**config.mk**
```make
export PLATFORM = sky130hd
export DESIGN_NAME = one_shot_timer_slot_bank
export DESIGN_NICKNAME = d
export VERILOG_FILES = /design/src/sv/otsb_pkg.sv /design/src/sv/otsb_ram.sv /design/src/sv/otsb_ctrl.sv /design/src/sv/one_shot_timer_slot_bank.sv
export SDC_FILE = /design/constraint.sdc
export NUM_CORES = 1
export LEC_CHECK = 0
export ABC_CLOCK_PERIOD_IN_PS = 4300
export BUFFER_PORTS_ARGS = -buffer_cell sky130_fd_sc_hd__buf_2
export CORE_MARGIN = 4
export CORE_UTILIZATION = 61
export DETAILED_ROUTE_END_ITERATION = 8
export PLACE_DENSITY = 0.79
export REMOVE_ABC_BUFFERS = 1
export SETUP_SLACK_MARGIN = 0.3
export SLEW_MARGIN = 0
export SYNTH_ARGS = -nofsm -noshare
export SYNTH_HDL_FRONTEND = slang
export SYNTH_SLANG_ARGS = --single-unit
```
**constraint.sdc**
```tcl
create_clock -name clk -period 4.3 [get_ports clk]
set_input_delay 1.075 -clock clk [delete_from_list [all_inputs] [get_ports clk]]
set_output_delay 1.075 -clock clk [all_outputs]
set_load 0.05 [all_outputs]
```
**src/sv/otsb_pkg.sv**
```systemverilog
// shared types and constants of the one-shot timer slot bank
package otsb_pkg;

	localparam int COUNT_W  = 32;
	localparam int DELAY_W  = 32;
	localparam int TAG_IN_W = 8;
	localparam int TAG_OUT_W = 8;
	localparam int SLOT_W   = 2;

	localparam logic OP_TICK = 1'b0;
	localparam logic OP_ADD  = 1'b1;

	localparam logic KIND_ADD  = 1'b0;
	localparam logic KIND_FIRE = 1'b1;

	localparam logic STATUS_OK   = 1'b0;
	localparam logic STATUS_FULL = 1'b1;

	typedef struct packed {
		logic                 kind;
		logic                 status;
		logic [SLOT_W-1:0]    slot;
		logic [TAG_OUT_W-1:0] tag;
		logic                 last;
	} result_t;

endpackage

```
**src/sv/otsb_ram.sv**
```systemverilog
// generic single-write, single-read ram with registered read data
module otsb_ram #(
	parameter int WIDTH = 8,
	parameter int DEPTH = 4
) (
	input  logic                                       clk,
	input  logic                                       we,
	input  logic [((DEPTH > 1) ? $clog2(DEPTH) : 1)-1:0] waddr,
	input  logic [WIDTH-1:0]                           wdata,
	input  logic                                       re,
	input  logic [((DEPTH > 1) ? $clog2(DEPTH) : 1)-1:0] raddr,
	output logic [WIDTH-1:0]                           rdata
);

	logic [WIDTH-1:0] mem_q [DEPTH];

	always_ff @(posedge clk) begin
		if (we) begin
			mem_q[waddr] <= wdata;
		end
		if (re) begin
			rdata <= mem_q[raddr];
		end
	end

endmodule

```
**src/sv/otsb_ctrl.sv**
```systemverilog
// slot allocation, tick counter and deadline scan over the slot ram
module otsb_ctrl #(
	parameter int NUM_SLOTS = 4,
	parameter int TAG_WIDTH = 8
) (
	input  logic                                           clk,
	input  logic                                           arst_n,
	input  logic                                           in_valid,
	output logic                                           in_stall,
	input  logic                                           operation,
	input  logic [otsb_pkg::DELAY_W-1:0]                   delay,
	input  logic [otsb_pkg::TAG_IN_W-1:0]                  handler_id,
	input  logic                                           out_free,
	output logic                                           res_load,
	output otsb_pkg::result_t                              res,
	output logic                                           ram_we,
	output logic [((NUM_SLOTS > 1) ? $clog2(NUM_SLOTS) : 1)-1:0] ram_waddr,
	output logic [otsb_pkg::COUNT_W+TAG_WIDTH-1:0]         ram_wdata,
	output logic                                           ram_re,
	output logic [((NUM_SLOTS > 1) ? $clog2(NUM_SLOTS) : 1)-1:0] ram_raddr,
	input  logic [otsb_pkg::COUNT_W+TAG_WIDTH-1:0]         ram_rdata
);

	import otsb_pkg::*;

	localparam int IDX_W = (NUM_SLOTS > 1) ? $clog2(NUM_SLOTS) : 1;
	localparam int CNT_W = $clog2(NUM_SLOTS + 1);

	localparam logic ST_IDLE = 1'b0;
	localparam logic ST_SCAN = 1'b1;

	logic                 state_q;
	logic [COUNT_W-1:0]   count_q;
	logic [NUM_SLOTS-1:0] active_q;
	logic [CNT_W-1:0]     rd_cnt_q;
	logic                 valid_s1;
	logic [IDX_W-1:0]     idx_s1;
	logic                 pend_valid_q;
	logic [IDX_W-1:0]     pend_slot_q;
	logic [TAG_WIDTH-1:0] pend_tag_q;

	logic                 accept;
	logic                 free_found;
	logic [IDX_W-1:0]     free_idx;
	logic [COUNT_W-1:0]   rd_deadline;
	logic [TAG_WIDTH-1:0] rd_tag;
	logic [TAG_WIDTH-1:0] new_tag;
	logic                 fire_s1;
	logic                 hold_s1;
	logic                 issue_done;
	logic                 finish;
	logic [31:0]          tag_in_wide;

	function automatic logic [SLOT_W-1:0] to_slot(input logic [IDX_W-1:0] i);
		logic [31:0] w;
		w = 32'(i);
		return w[SLOT_W-1:0];
	endfunction

	function automatic logic [TAG_OUT_W-1:0] to_tag(input logic [TAG_WIDTH-1:0] t);
		logic [31:0] w;
		w = 32'(t);
		return w[TAG_OUT_W-1:0];
	endfunction

	assign in_stall = (state_q != ST_IDLE) || !out_free;
	assign accept   = in_valid && !in_stall;

	// lowest free slot
	always_comb begin
		free_found = 1'b0;
		free_idx   = '0;
		for (int i = NUM_SLOTS - 1; i >= 0; i--) begin
			if (!active_q[i]) begin
				free_found = 1'b1;
				free_idx   = IDX_W'(i);
			end
		end
	end

	assign tag_in_wide = 32'(handler_id);
	assign new_tag     = tag_in_wide[TAG_WIDTH-1:0];

	assign rd_deadline = ram_rdata[COUNT_W+TAG_WIDTH-1:TAG_WIDTH];
	assign rd_tag      = ram_rdata[TAG_WIDTH-1:0];

	// adds only happen while idle and the scan only reads, so no same-entry overlap
	assign fire_s1    = valid_s1 && active_q[idx_s1] && (count_q > rd_deadline);
	assign hold_s1    = fire_s1 && pend_valid_q && !out_free;
	assign issue_done = (rd_cnt_q == CNT_W'(NUM_SLOTS));
	assign ram_re     = (state_q == ST_SCAN) && !issue_done && !hold_s1;
	assign ram_raddr  = rd_cnt_q[IDX_W-1:0];
	assign finish     = (state_q == ST_SCAN) && issue_done && !valid_s1 &&
			(!pend_valid_q || out_free);

	assign ram_we    = accept && (operation == OP_ADD) && free_found;
	assign ram_waddr = free_idx;
	assign ram_wdata = {count_q + delay, new_tag};

	always_comb begin
		res_load = 1'b0;
		res      = '0;
		if (accept && (operation == OP_ADD)) begin
			res_load   = 1'b1;
			res.kind   = KIND_ADD;
			res.status = free_found ? STATUS_OK : STATUS_FULL;
			res.slot   = free_found ? to_slot(free_idx) : '0;
			res.last   = 1'b1;
		end else if (fire_s1 && pend_valid_q && out_free) begin
			res_load = 1'b1;
			res.kind = KIND_FIRE;
			res.slot = to_slot(pend_slot_q);
			res.tag  = to_tag(pend_tag_q);
			res.last = 1'b0;
		end else if (finish && pend_valid_q) begin
			res_load = 1'b1;
			res.kind = KIND_FIRE;
			res.slot = to_slot(pend_slot_q);
			res.tag  = to_tag(pend_tag_q);
			res.last = 1'b1;
		end
	end

	always_ff @(posedge clk or negedge arst_n) begin
		if (!arst_n) begin
			state_q      <= ST_IDLE;
			count_q      <= '0;
			active_q     <= '0;
			rd_cnt_q     <= '0;
			valid_s1     <= 1'b0;
			pend_valid_q <= 1'b0;
		end else begin
			if (accept && (operation == OP_TICK)) begin
				count_q  <= count_q + 1'b1;
				state_q  <= ST_SCAN;
				rd_cnt_q <= '0;
			end
			if (ram_we) begin
				active_q[free_idx] <= 1'b1;
			end
			if (ram_re) begin
				rd_cnt_q <= rd_cnt_q + 1'b1;
				valid_s1 <= 1'b1;
			end else if (!hold_s1) begin
				valid_s1 <= 1'b0;
			end
			if (fire_s1 && !hold_s1) begin
				active_q[idx_s1] <= 1'b0;
				pend_valid_q     <= 1'b1;
			end
			if (finish) begin
				state_q      <= ST_IDLE;
				pend_valid_q <= 1'b0;
			end
		end
	end

	always_ff @(posedge clk) begin
		if (ram_re) begin
			idx_s1 <= ram_raddr;
		end
		if (fire_s1 && !hold_s1) begin
			pend_slot_q <= idx_s1;
			pend_tag_q  <= rd_tag;
		end
	end

endmodule

```
**src/sv/one_shot_timer_slot_bank.sv**
```systemverilog
// top level of the one-shot timer slot bank: slot ram, control and result register
//
// usage
//  - input channel (in_valid / in_stall) carries one request per transaction:
//    operation add stores deadline = tick counter + delay and the handler tag in the
//    lowest free slot; operation tick advances the 32-bit counter and fires every
//    active slot whose deadline is strictly below the new count, slot 0 upward
//  - output channel (out_valid / out_stall) carries results: one reply per add,
//    zero to NUM_SLOTS fire reports per tick, last set on the final one
//  - add: reply sits in the output register in the cycle after acceptance; an add
//    starts no scan, so the bank stays idle
//  - tick: the slot ram is read one entry per cycle while the scan is not held;
//    the input stays stalled until the scan ends and the last report is loaded
//    into the output register
//  - a fired slot is held back one step so last can be set on the final report
//  - receiver stall holds the scan once a new fire finds the held report still
//    waiting on the output register; no result is dropped
//  - reset clears the counter, all slot active bits and the output valid;
//    the ram holds no reset state and needs no clearing pass
module one_shot_timer_slot_bank #(
	parameter int NUM_SLOTS = 4,
	parameter int TAG_WIDTH = 8
) (
	input  logic                              clk,
	input  logic                              arst_n,
	input  logic                              in_valid,
	output logic                              in_stall,
	input  logic                              operation,
	input  logic [otsb_pkg::DELAY_W-1:0]      delay,
	input  logic [otsb_pkg::TAG_IN_W-1:0]     handler_id,
	output logic                              out_valid,
	input  logic                              out_stall,
	output logic                              kind,
	output logic                              status,
	output logic [otsb_pkg::SLOT_W-1:0]       slot,
	output logic [otsb_pkg::TAG_OUT_W-1:0]    fired_handler,
	output logic                              last
);

	import otsb_pkg::*;

	localparam int ADDR_W = (NUM_SLOTS > 1) ? $clog2(NUM_SLOTS) : 1;
	localparam int ENT_W  = COUNT_W + TAG_WIDTH;

	// ram port wires
	logic              ram_we;
	logic [ADDR_W-1:0] ram_waddr;
	logic [ENT_W-1:0]  ram_wdata;
	logic              ram_re;
	logic [ADDR_W-1:0] ram_raddr;
	logic [ENT_W-1:0]  ram_rdata;

	// result handoff from control into the output register
	logic    out_free;
	logic    res_load;
	result_t res;

	logic    out_valid_q;
	result_t out_q;

	// output register can take a new result when empty or being drained
	assign out_free = !out_valid_q || !out_stall;

	// deadline and tag of each slot
	otsb_ram #(
		.WIDTH (ENT_W),
		.DEPTH (NUM_SLOTS)
	) u_slot_ram (
		.clk   (clk),
		.we    (ram_we),
		.waddr (ram_waddr),
		.wdata (ram_wdata),
		.re    (ram_re),
		.raddr (ram_raddr),
		.rdata (ram_rdata)
	);

	otsb_ctrl #(
		.NUM_SLOTS (NUM_SLOTS),
		.TAG_WIDTH (TAG_WIDTH)
	) u_ctrl (
		.clk        (clk),
		.arst_n     (arst_n),
		.in_valid   (in_valid),
		.in_stall   (in_stall),
		.operation  (operation),
		.delay      (delay),
		.handler_id (handler_id),
		.out_free   (out_free),
		.res_load   (res_load),
		.res        (res),
		.ram_we     (ram_we),
		.ram_waddr  (ram_waddr),
		.ram_wdata  (ram_wdata),
		.ram_re     (ram_re),
		.ram_raddr  (ram_raddr),
		.ram_rdata  (ram_rdata)
	);

	// output register valid
	always_ff @(posedge clk or negedge arst_n) begin
		if (!arst_n) begin
			out_valid_q <= 1'b0;
		end else if (res_load) begin
			out_valid_q <= 1'b1;
		end else if (!out_stall) begin
			out_valid_q <= 1'b0;
		end
	end

	// output register payload, loaded only when free so a stalled result holds
	always_ff @(posedge clk) begin
		if (res_load) begin
			out_q <= res;
		end
	end

	assign out_valid     = out_valid_q;
	assign kind          = out_q.kind;
	assign status        = out_q.status;
	assign slot          = out_q.slot;
	assign fired_handler = out_q.tag;
	assign last          = out_q.last;

endmodule
```
==> run_results.csv, run 1 <==
group,metric,value,unit
grt,global_route.usage.total,0.220,
cells_and_area,layout_fillers,1242,
yosys,synth_top_cells_by_area,"edfxtp_1 56%, dfrtp_1 8.9%, mux4_2 7.6%",
routing,total_via_count_in_the_routed_design,6983,
critical_path,timing.critical_path.arrival,3940,ps
timing,layout_min_cycle_time,3690,ps
placement,placement.io_buffers,59,
cells_and_area,regArea,7830,µm²
run_status,status,"finished, final reports clean",
cells_and_area,area_growth,12.1,%
grt,grt_overflow_total,0,
yosys,synth_commonest_cells,"225 x edfxtp_1, 66 x ha_1, 46 x inv_1, 43 x dfrtp_1, 43 x xnor2_1",
yosys,synthesis.area,12100,µm²
routing,vias_per_cell,6.07,
grt,grt_start_max_net_pins,45,
placement,hpwl_after_detailed_placement,15600,µm
clock_tree,number_of_levels_the_h_tree_was_split_into,1,
clock_tree,clock_insertion_delay_worst_skew,530,ps
power,cell_internal_pwr,5.18,mW
critical_path,critPathRequiredTime,4550,ps
timing,fin_ws,613,ps
cells_and_area,multiInputGateArea,4030,µm²
cells_and_area,antenna_cells_inserted,0,
floorplan,die-height,149,µm
yosys,seq_area_frac_synth,0.648,
timing,layout_worst_path_cycle_share,0.858,
flow_run,drv_cap,0,
power,vdd_ir_drop_max,386,µV
timing,timing.final.max_slew_violations,0,
placement,placedInstanceArea,12800,µm²
clock_tree,cts.sink_count,268,
timing,final.setup.tns,0,ps
clock_tree,tritoncts_clock_tree,"yes",
yosys,avgSynthCellArea,15.4,µm²
grt,vias_in_the_first_global_route,7271,
yosys,synthDistinctLibCells,62,
floorplan,design.die.area,22100,µm²
floorplan,floorplan.die.width,149,µm
timing,achievable-frequency,271,MHz
clock_tree,clock_path_buffers,3,
yosys,post-synth-top-count-cell,"edfxtp_1",
timing,slew_headroom,0.276,
routing,dr_wl_cell,20.7,µm
yosys,synth_top_area_share,0.559,
clock_tree,cts-resized-gates,0,
critical_path,timing.critical_path.fanout_max,4,
clock_tree,ctsHoldBuffers,0,
yosys,synthCells,783,
clock_tree,numCtsBuffers,26,
placement,routabilityCongestion,0.909,
clock_tree,clock_tree.root_cell,"clkbuf_16",
critical_path,worstSetupEndpointType,"register",
floorplan,start_util,0.621,
routing,routed_wirelength,23800,µm
yosys,synth-edff-count,225,
grt,first_pass_grt_wire_length,38200,µm
floorplan,core.rowCount,51,
power,sw_frac_of_total,0.278,
floorplan,num_io_pins,60,
grt,initial_antenna_violation_count,0,
yosys,netlist.top_cell.by_area,"edfxtp_1",
yosys,synthFlopType,"edfxtp_1",
timing,timing_hold_violations_final,0,
routing,detailedRoute.firstIterationViolations,442,
critical_path,crit_path_cell_trace,"buf_2 -> ha_1 -> inv_1 -> fa_1 -> nor2b_1 -> o31a_1 -> o311ai_1 -> a21boi_1 -> a21oi_1 -> a31oi_1 -> o41ai_2 -> o311ai_0",
cells_and_area,post_route_cells_drive_above_1_share,0.187,
power,pwr-share-seq,0.486,
min_path,holdCritPathClass,"reg2reg",
timing,setup-violations-final,0,
yosys,synth_warnings,0,
critical_path,crit_slowest_cell,"o311ai_0",
power,powerDensity,529,nW/µm²
critical_path,slowest_delay,560,ps
cells_and_area,post-route-cell-area,13600,µm²
power,total_leakage_power,5.37,nW
critical_path,setup.worst_path.class,"in2reg",
yosys,ys_async_sr_fraction,0.160,
floorplan,placeableCoreArea,19500,µm²
routing,detail-route-antenna-nets,0,
power,clock_power_share,0.288,
timing,rsz0062_at_grt,"no",
clock_tree,cts_post_setup_buffers_inserted,0,
routing,drt_pre_antenna_iters,5,
timing,tightestPinTransition,1090,ps
cells_and_area,finalNetCount,979,
placement,dpl_worst_slack,129,ps
timing,fin_skew,21.0,ps
power,comb_power_share,0.225,
power,net-switching-power,1.99,mW
clock_tree,clkSlewWorstSetupHoldPaths,60,ps
routing,drcViolationCount,0,
critical_path,crit_path_start_kind,"input port",
yosys,yosys_register_bits,268,
==> routing by layer <==
layer  global-route usage  routed length [µm]
met1                0.298                9670
met2                0.378               11900
met3               0.0316                1500
met4               0.0636                 737
met5                    0                   0
==> final timing paths <==
| path | startpoint | to | slack [ps] | cells past startpoint |
|---|---|---|---|---|
| worst max-delay path | delay[0] | u_slot_ram.mem_q[0][38] | 610 | 12 |
| worst min-delay path | u_slot_ram.rdata[0] | u_ctrl.pend_tag_q[0] | 420 | 0 |
| worst max register to register | u_ctrl.count_q[0] | u_slot_ram.mem_q[0][38] | 790 | 11 |
| worst min register to register | u_slot_ram.rdata[0] | u_ctrl.pend_tag_q[0] | 420 | 0 |
| max in group asynchronous | arst_n | u_ctrl.rd_cnt_q[0] | 2810 | 1 |
| min in group asynchronous | arst_n | u_ctrl.count_q[17] | 750 | 1 |
==> cell usage in the layout (no fill, tap or decap), drive strengths merged, types with 2 or more instances in the layout <==
cell type / n
o31ai: 2
buf: 72
mux2i: 2
nand2b: 5
ha: 66
xnor2: 43
and4: 4
clkbuf: 31
nand4: 15
o311ai: 3
and3: 10
o21a: 8
o21ai: 22
edfxtp: 225
mux4: 41
o31a: 5
nor4: 3
a21oi: 39
a21o: 26
nor2: 34
nor2b: 6
a31oi: 6
nand2: 33
clkinv: 15
a21boi: 3
o21bai: 2
and2: 11
nand3: 20
xor2: 11
nor3: 5
or2: 3
dfrtp: 43
a211oi: 5
inv: 48
o211a: 2
==> power groups by stage <==
stage / registers (mW) / clock network, mW / logic (mW)
after floorplan: 3.67 / 0 / 1.01
after global placement: 3.52 / 0 / 1.55
after detailed placement: 3.54 / 0 / 1.61
after global routing: 3.52 / 2.22 / 1.79
after CTS: 3.49 / 2.10 / 1.64
final: 3.49 / 2.07 / 1.62
==> kinds of logic (layout without fill, tap and decap cells) <==
family,count (synthesis),count (layout),share of synthesized area
AO/OA/AOI/OAI,134,134,0.0735
multiplexers,44,44,0.0790
AND/OR/NAND/NOR,152,152,0.0701
adder cells (fa/ha/maj),67,67,0.0700
buffers and inverters,64,167,0.0205
XOR/XNOR,54,54,0.0391
flip-flops,268,268,0.648
==> critical path, delay by kind of cell <==
kind                       cells  cell delay, ps
buffers and inverters          2             150
and+or+nand+nor                1             180
AOI/OAI and AO/OA              7            1920
adders and majority gates      2             610
==> layout make-up <==
cell class,count,area share
Inverter,48,0.0133
Sequential cell,268,0.578
Clock buffer,31,0.0494
Multi-Input combinational cell,451,0.297
Clock inverter,16,0.00766
Timing Repair Buffer,72,0.0299
Tap cell,265,0.0245
==> through the flow <==
step                      hold WS, ps  total power, mW  instances   util
after floorplan                   400             4.67        767      -
after global placement            404             5.07       1104  0.657
after detailed placement          406             5.15       1104  0.657
after CTS                         417             7.23       1151  0.697
after global routing              424             7.53       1151  0.697
final                             421             7.17       1151  0.697
==> registers in the layout, summed over array words and instances (netlist names), 3 cells and up <==
name and count:
fired_handler 8, u_ctrl.active_q 4, u_ctrl.count_q 32, u_ctrl.pend_tag_q 8, u_ctrl.rd_cnt_q 3, u_slot_ram.mem_q 160, u_slot_ram.rdata 40
Power figures use the tool's default switching activity.
==> inputs of run 2 (changes only) <==
--- a/config.mk
+++ b/config.mk
@@ -10,7 +10,7 @@
 export CORE_MARGIN = 4
 export CORE_UTILIZATION = 61
 export DETAILED_ROUTE_END_ITERATION = 8
-export PLACE_DENSITY = 0.79
+export PLACE_DENSITY_LB_ADDON = 0.1
 export REMOVE_ABC_BUFFERS = 1
 export SETUP_SLACK_MARGIN = 0.3
 export SLEW_MARGIN = 0
==> run 2 against run 1 <==
Worst setup slack worse by 72 ps. Hold slack better by 6.4 ps. Fmax is 1.9% lower. Non-clock buffer count is 1 lower. Core utilization is 0.39 points higher. Via count is 2.2% lower. Total power is 1.9% higher. Routed wire length is 0.26% lower. Die area stayed put. Sequential power hardly changed. Critical path depth stayed put. Global-route usage hardly changed.
==> run_results.csv, run 2 (synthesis results as in run 1) <==
group,metric,value,unit
critical_path,critPathRequiredTime,4520,ps
timing,layout_worst_path_cycle_share,0.874,
timing,setup-violations-final,0,
grt,vias_in_the_first_global_route,7186,
power,vdd_ir_drop_max,434,µV
grt,global_route.usage.total,0.221,
clock_tree,cts_post_setup_buffers_inserted,0,
floorplan,core.rowCount,51,
timing,fin_ws,540,ps
timing,tightestPinTransition,1030,ps
power,total_leakage_power,5.39,nW
min_path,hp-start,"u_slot_ram.rdata[6]",
cells_and_area,registers.top_by_ff_count,"u_slot_ram.mem_q",
clock_tree,numCtsBuffers,28,
timing,timing_hold_violations_final,0,
clock_tree,clock_path_buffers,3,
cells_and_area,post-route-cell-area,13600,µm²
critical_path,regToRegSetupSlack,660,ps
placement,placement.io_buffers,59,
flow_run,drv_cap,0,
grt,grt.met3_usage,0.0301,
placement,hpwl_after_detailed_placement,15600,µm
grt,first_pass_grt_wire_length,38200,µm
timing,layout_min_cycle_time,3760,ps
clock_tree,clock_tree.root_cell,"clkbuf_16",
grt,initial_antenna_violation_count,0,
cells_and_area,regArea,7840,µm²
timing,achievable-frequency,266,MHz
cells_and_area,largest_registers,"u_slot_ram.mem_q (160), u_slot_ram.rdata (40), u_ctrl.count_q (32)",
timing,final.setup.tns,0,ps
critical_path,r2r_cell_count,11,
critical_path,slowest_delay,650,ps
clock_tree,tritoncts_clock_tree,"yes",
critical_path,crit_slowest_cell,"o311ai_0",
critical_path,r2r-start,"u_ctrl.count_q[0]",
grt,gr-usage-met2,0.372,
critical_path,timing.critical_path.arrival,3980,ps
critical_path,critPathLaunch,"delay[0]",
cells_and_area,layout.cells.non_filler,1152,
floorplan,start_util,0.621,
min_path,holdCritPathClass,"reg2reg",
power,powerDensity,536,nW/µm²
cells_and_area,post_route_cells_drive_above_1_share,0.191,
routing,routed_wirelength,23700,µm
critical_path,setup.worst_path.class,"in2reg",
clock_tree,clock_insertion_delay_worst_skew,530,ps
clock_tree,cts-resized-gates,0,
routing,dr_wl_cell,20.6,µm
placement,placed_cells_incl_taps,1103,
cells_and_area,layout.cells.most_common_list,"225 x edfxtp_1, 66 x ha_1, 59 x buf_2",
routing,vias_per_cell,5.93,
critical_path,crit_path_cell_trace,"buf_2 -> ha_1 -> inv_1 -> fa_1 -> nor2b_1 -> o31a_1 -> o311ai_1 -> a21boi_1 -> a21oi_1 -> a31oi_1 -> o41ai_2 -> o311ai_0",
timing,fin_skew,9.55,ps
critical_path,timing.critical_path.fanout_max,4,
clock_tree,cts.sink_count,268,
placement,dpl_worst_slack,39.6,ps
cells_and_area,area_growth,12.8,%
grt,met1_usage,0.312,
floorplan,floorplan.die.width,149,µm
grt,grt_overflow_total,0,
critical_path,rr_endpoint,"u_slot_ram.mem_q[3][38]",
floorplan,design.die.area,22100,µm²
cells_and_area,finalNetCount,980,
placement,placedInstanceArea,12800,µm²
floorplan,num_io_pins,60,
cells_and_area,largest_register_ffs,160,
cells_and_area,antenna_cells_inserted,0,
critical_path,worstSetupEndpointType,"register",
run_status,status,"finished, final reports clean",
routing,drcViolationCount,0,
routing,detailedRoute.firstIterationViolations,404,
timing,timing.final.max_slew_violations,0,
power,report.power.total,7.31,mW
critical_path,crit_path_start_kind,"input port",
timing,rsz0062_at_grt,"no",
cells_and_area,most_common_library_cell_in_the_layout_ignoring_fill_and_taps,"edfxtp_1",
routing,total_via_count_in_the_routed_design,6828,
clock_tree,clkSlewWorstSetupHoldPaths,60,ps
clock_tree,number_of_levels_the_h_tree_was_split_into,1,
cells_and_area,multiInputGateArea,4030,µm²
min_path,endpoint_with_the_worst_hold_slack,"u_ctrl.pend_tag_q[6]",
timing,slew_headroom,0.312,
min_path,worst_hold_path.num_cells,0,
grt,grt-busiest-layer,"met2",
floorplan,die-height,149,µm
cells_and_area,layout_fillers,1306,
placement,routabilityCongestion,0.873,
floorplan,placeableCoreArea,19500,µm²
routing,drt_pre_antenna_iters,5,
grt,grt_start_max_net_pins,45,
routing,detail-route-antenna-nets,0,
clock_tree,ctsHoldBuffers,0,
-- run 2: cell count changes in the layout (fill, tap and decap cells not counted), moves of 2 or more --
| cell | previous run | this run |
|---|---|---|
| buf_4 | 12 | 10 |
| clkinvlp_4 | 0 | 2 |
| clkinv_1 | 10 | 5 |
| clkbuf_1 | 5 | 9 |
| clkinv_2 | 4 | 2 |
| clkbuf_16 | 26 | 29 |
-- run 2: final cells by class --
class	count	share of cell area
clock inverter	11	0.00606
inverter	48	0.0132
clock buffer	38	0.0557
multi-input combinational	451	0.296
sequential	268	0.575
timing repair buffer	71	0.0301
tap	265	0.0243
-- run 2: per-layer routing --
| metal | vias to the layer above | wire length [µm] |
|---|---|---|
| met5 | - | 0 |
| met3 | 41 | 1040 |
| met4 | 0 | 449 |
| met1 | 3430 | 10500 |
| met2 | 176 | 11800 |
| li1 | 3181 | - |
-- run 2: critical path: cells and delay by family --
family / cells / cell delay [ps]
fa+ha+maj: 2 / 590
buf+inv: 2 / 150
simple gates: 1 / 160
compound gates: 7 / 1990
-- run 2: worst max-delay path by stage --
stage | endpoint | slack (ps) | cells after the start
floorplan | u_slot_ram.mem_q[3][0] | 370 | 5
global placement | u_slot_ram.mem_q[0][38] | 230 | 12
detailed placement | u_slot_ram.mem_q[3][38] | 40 | 12
CTS | u_slot_ram.mem_q[3][38] | 590 | 12
global route | u_slot_ram.mem_q[0][38] | 310 | 12
finish | u_slot_ram.mem_q[3][38] | 540 | 12
-- run 2: stage by stage --
| step | util | hold slack (ps) |
|---|---|---|
| detailed placement | 0.657 | 408 |
| finish | 0.700 | 428 |
| global placement | 0.657 | 405 |
| global route | 0.700 | 437 |
| CTS | 0.700 | 432 |
| floorplan | - | 400 |
-- run 2: power breakdown --
part	total [mW]	switching, mW	internal [mW]
Sequential	3.50	0.166	3.33
Clock	2.21	0.919	1.29
Combinational	1.60	0.926	0.678
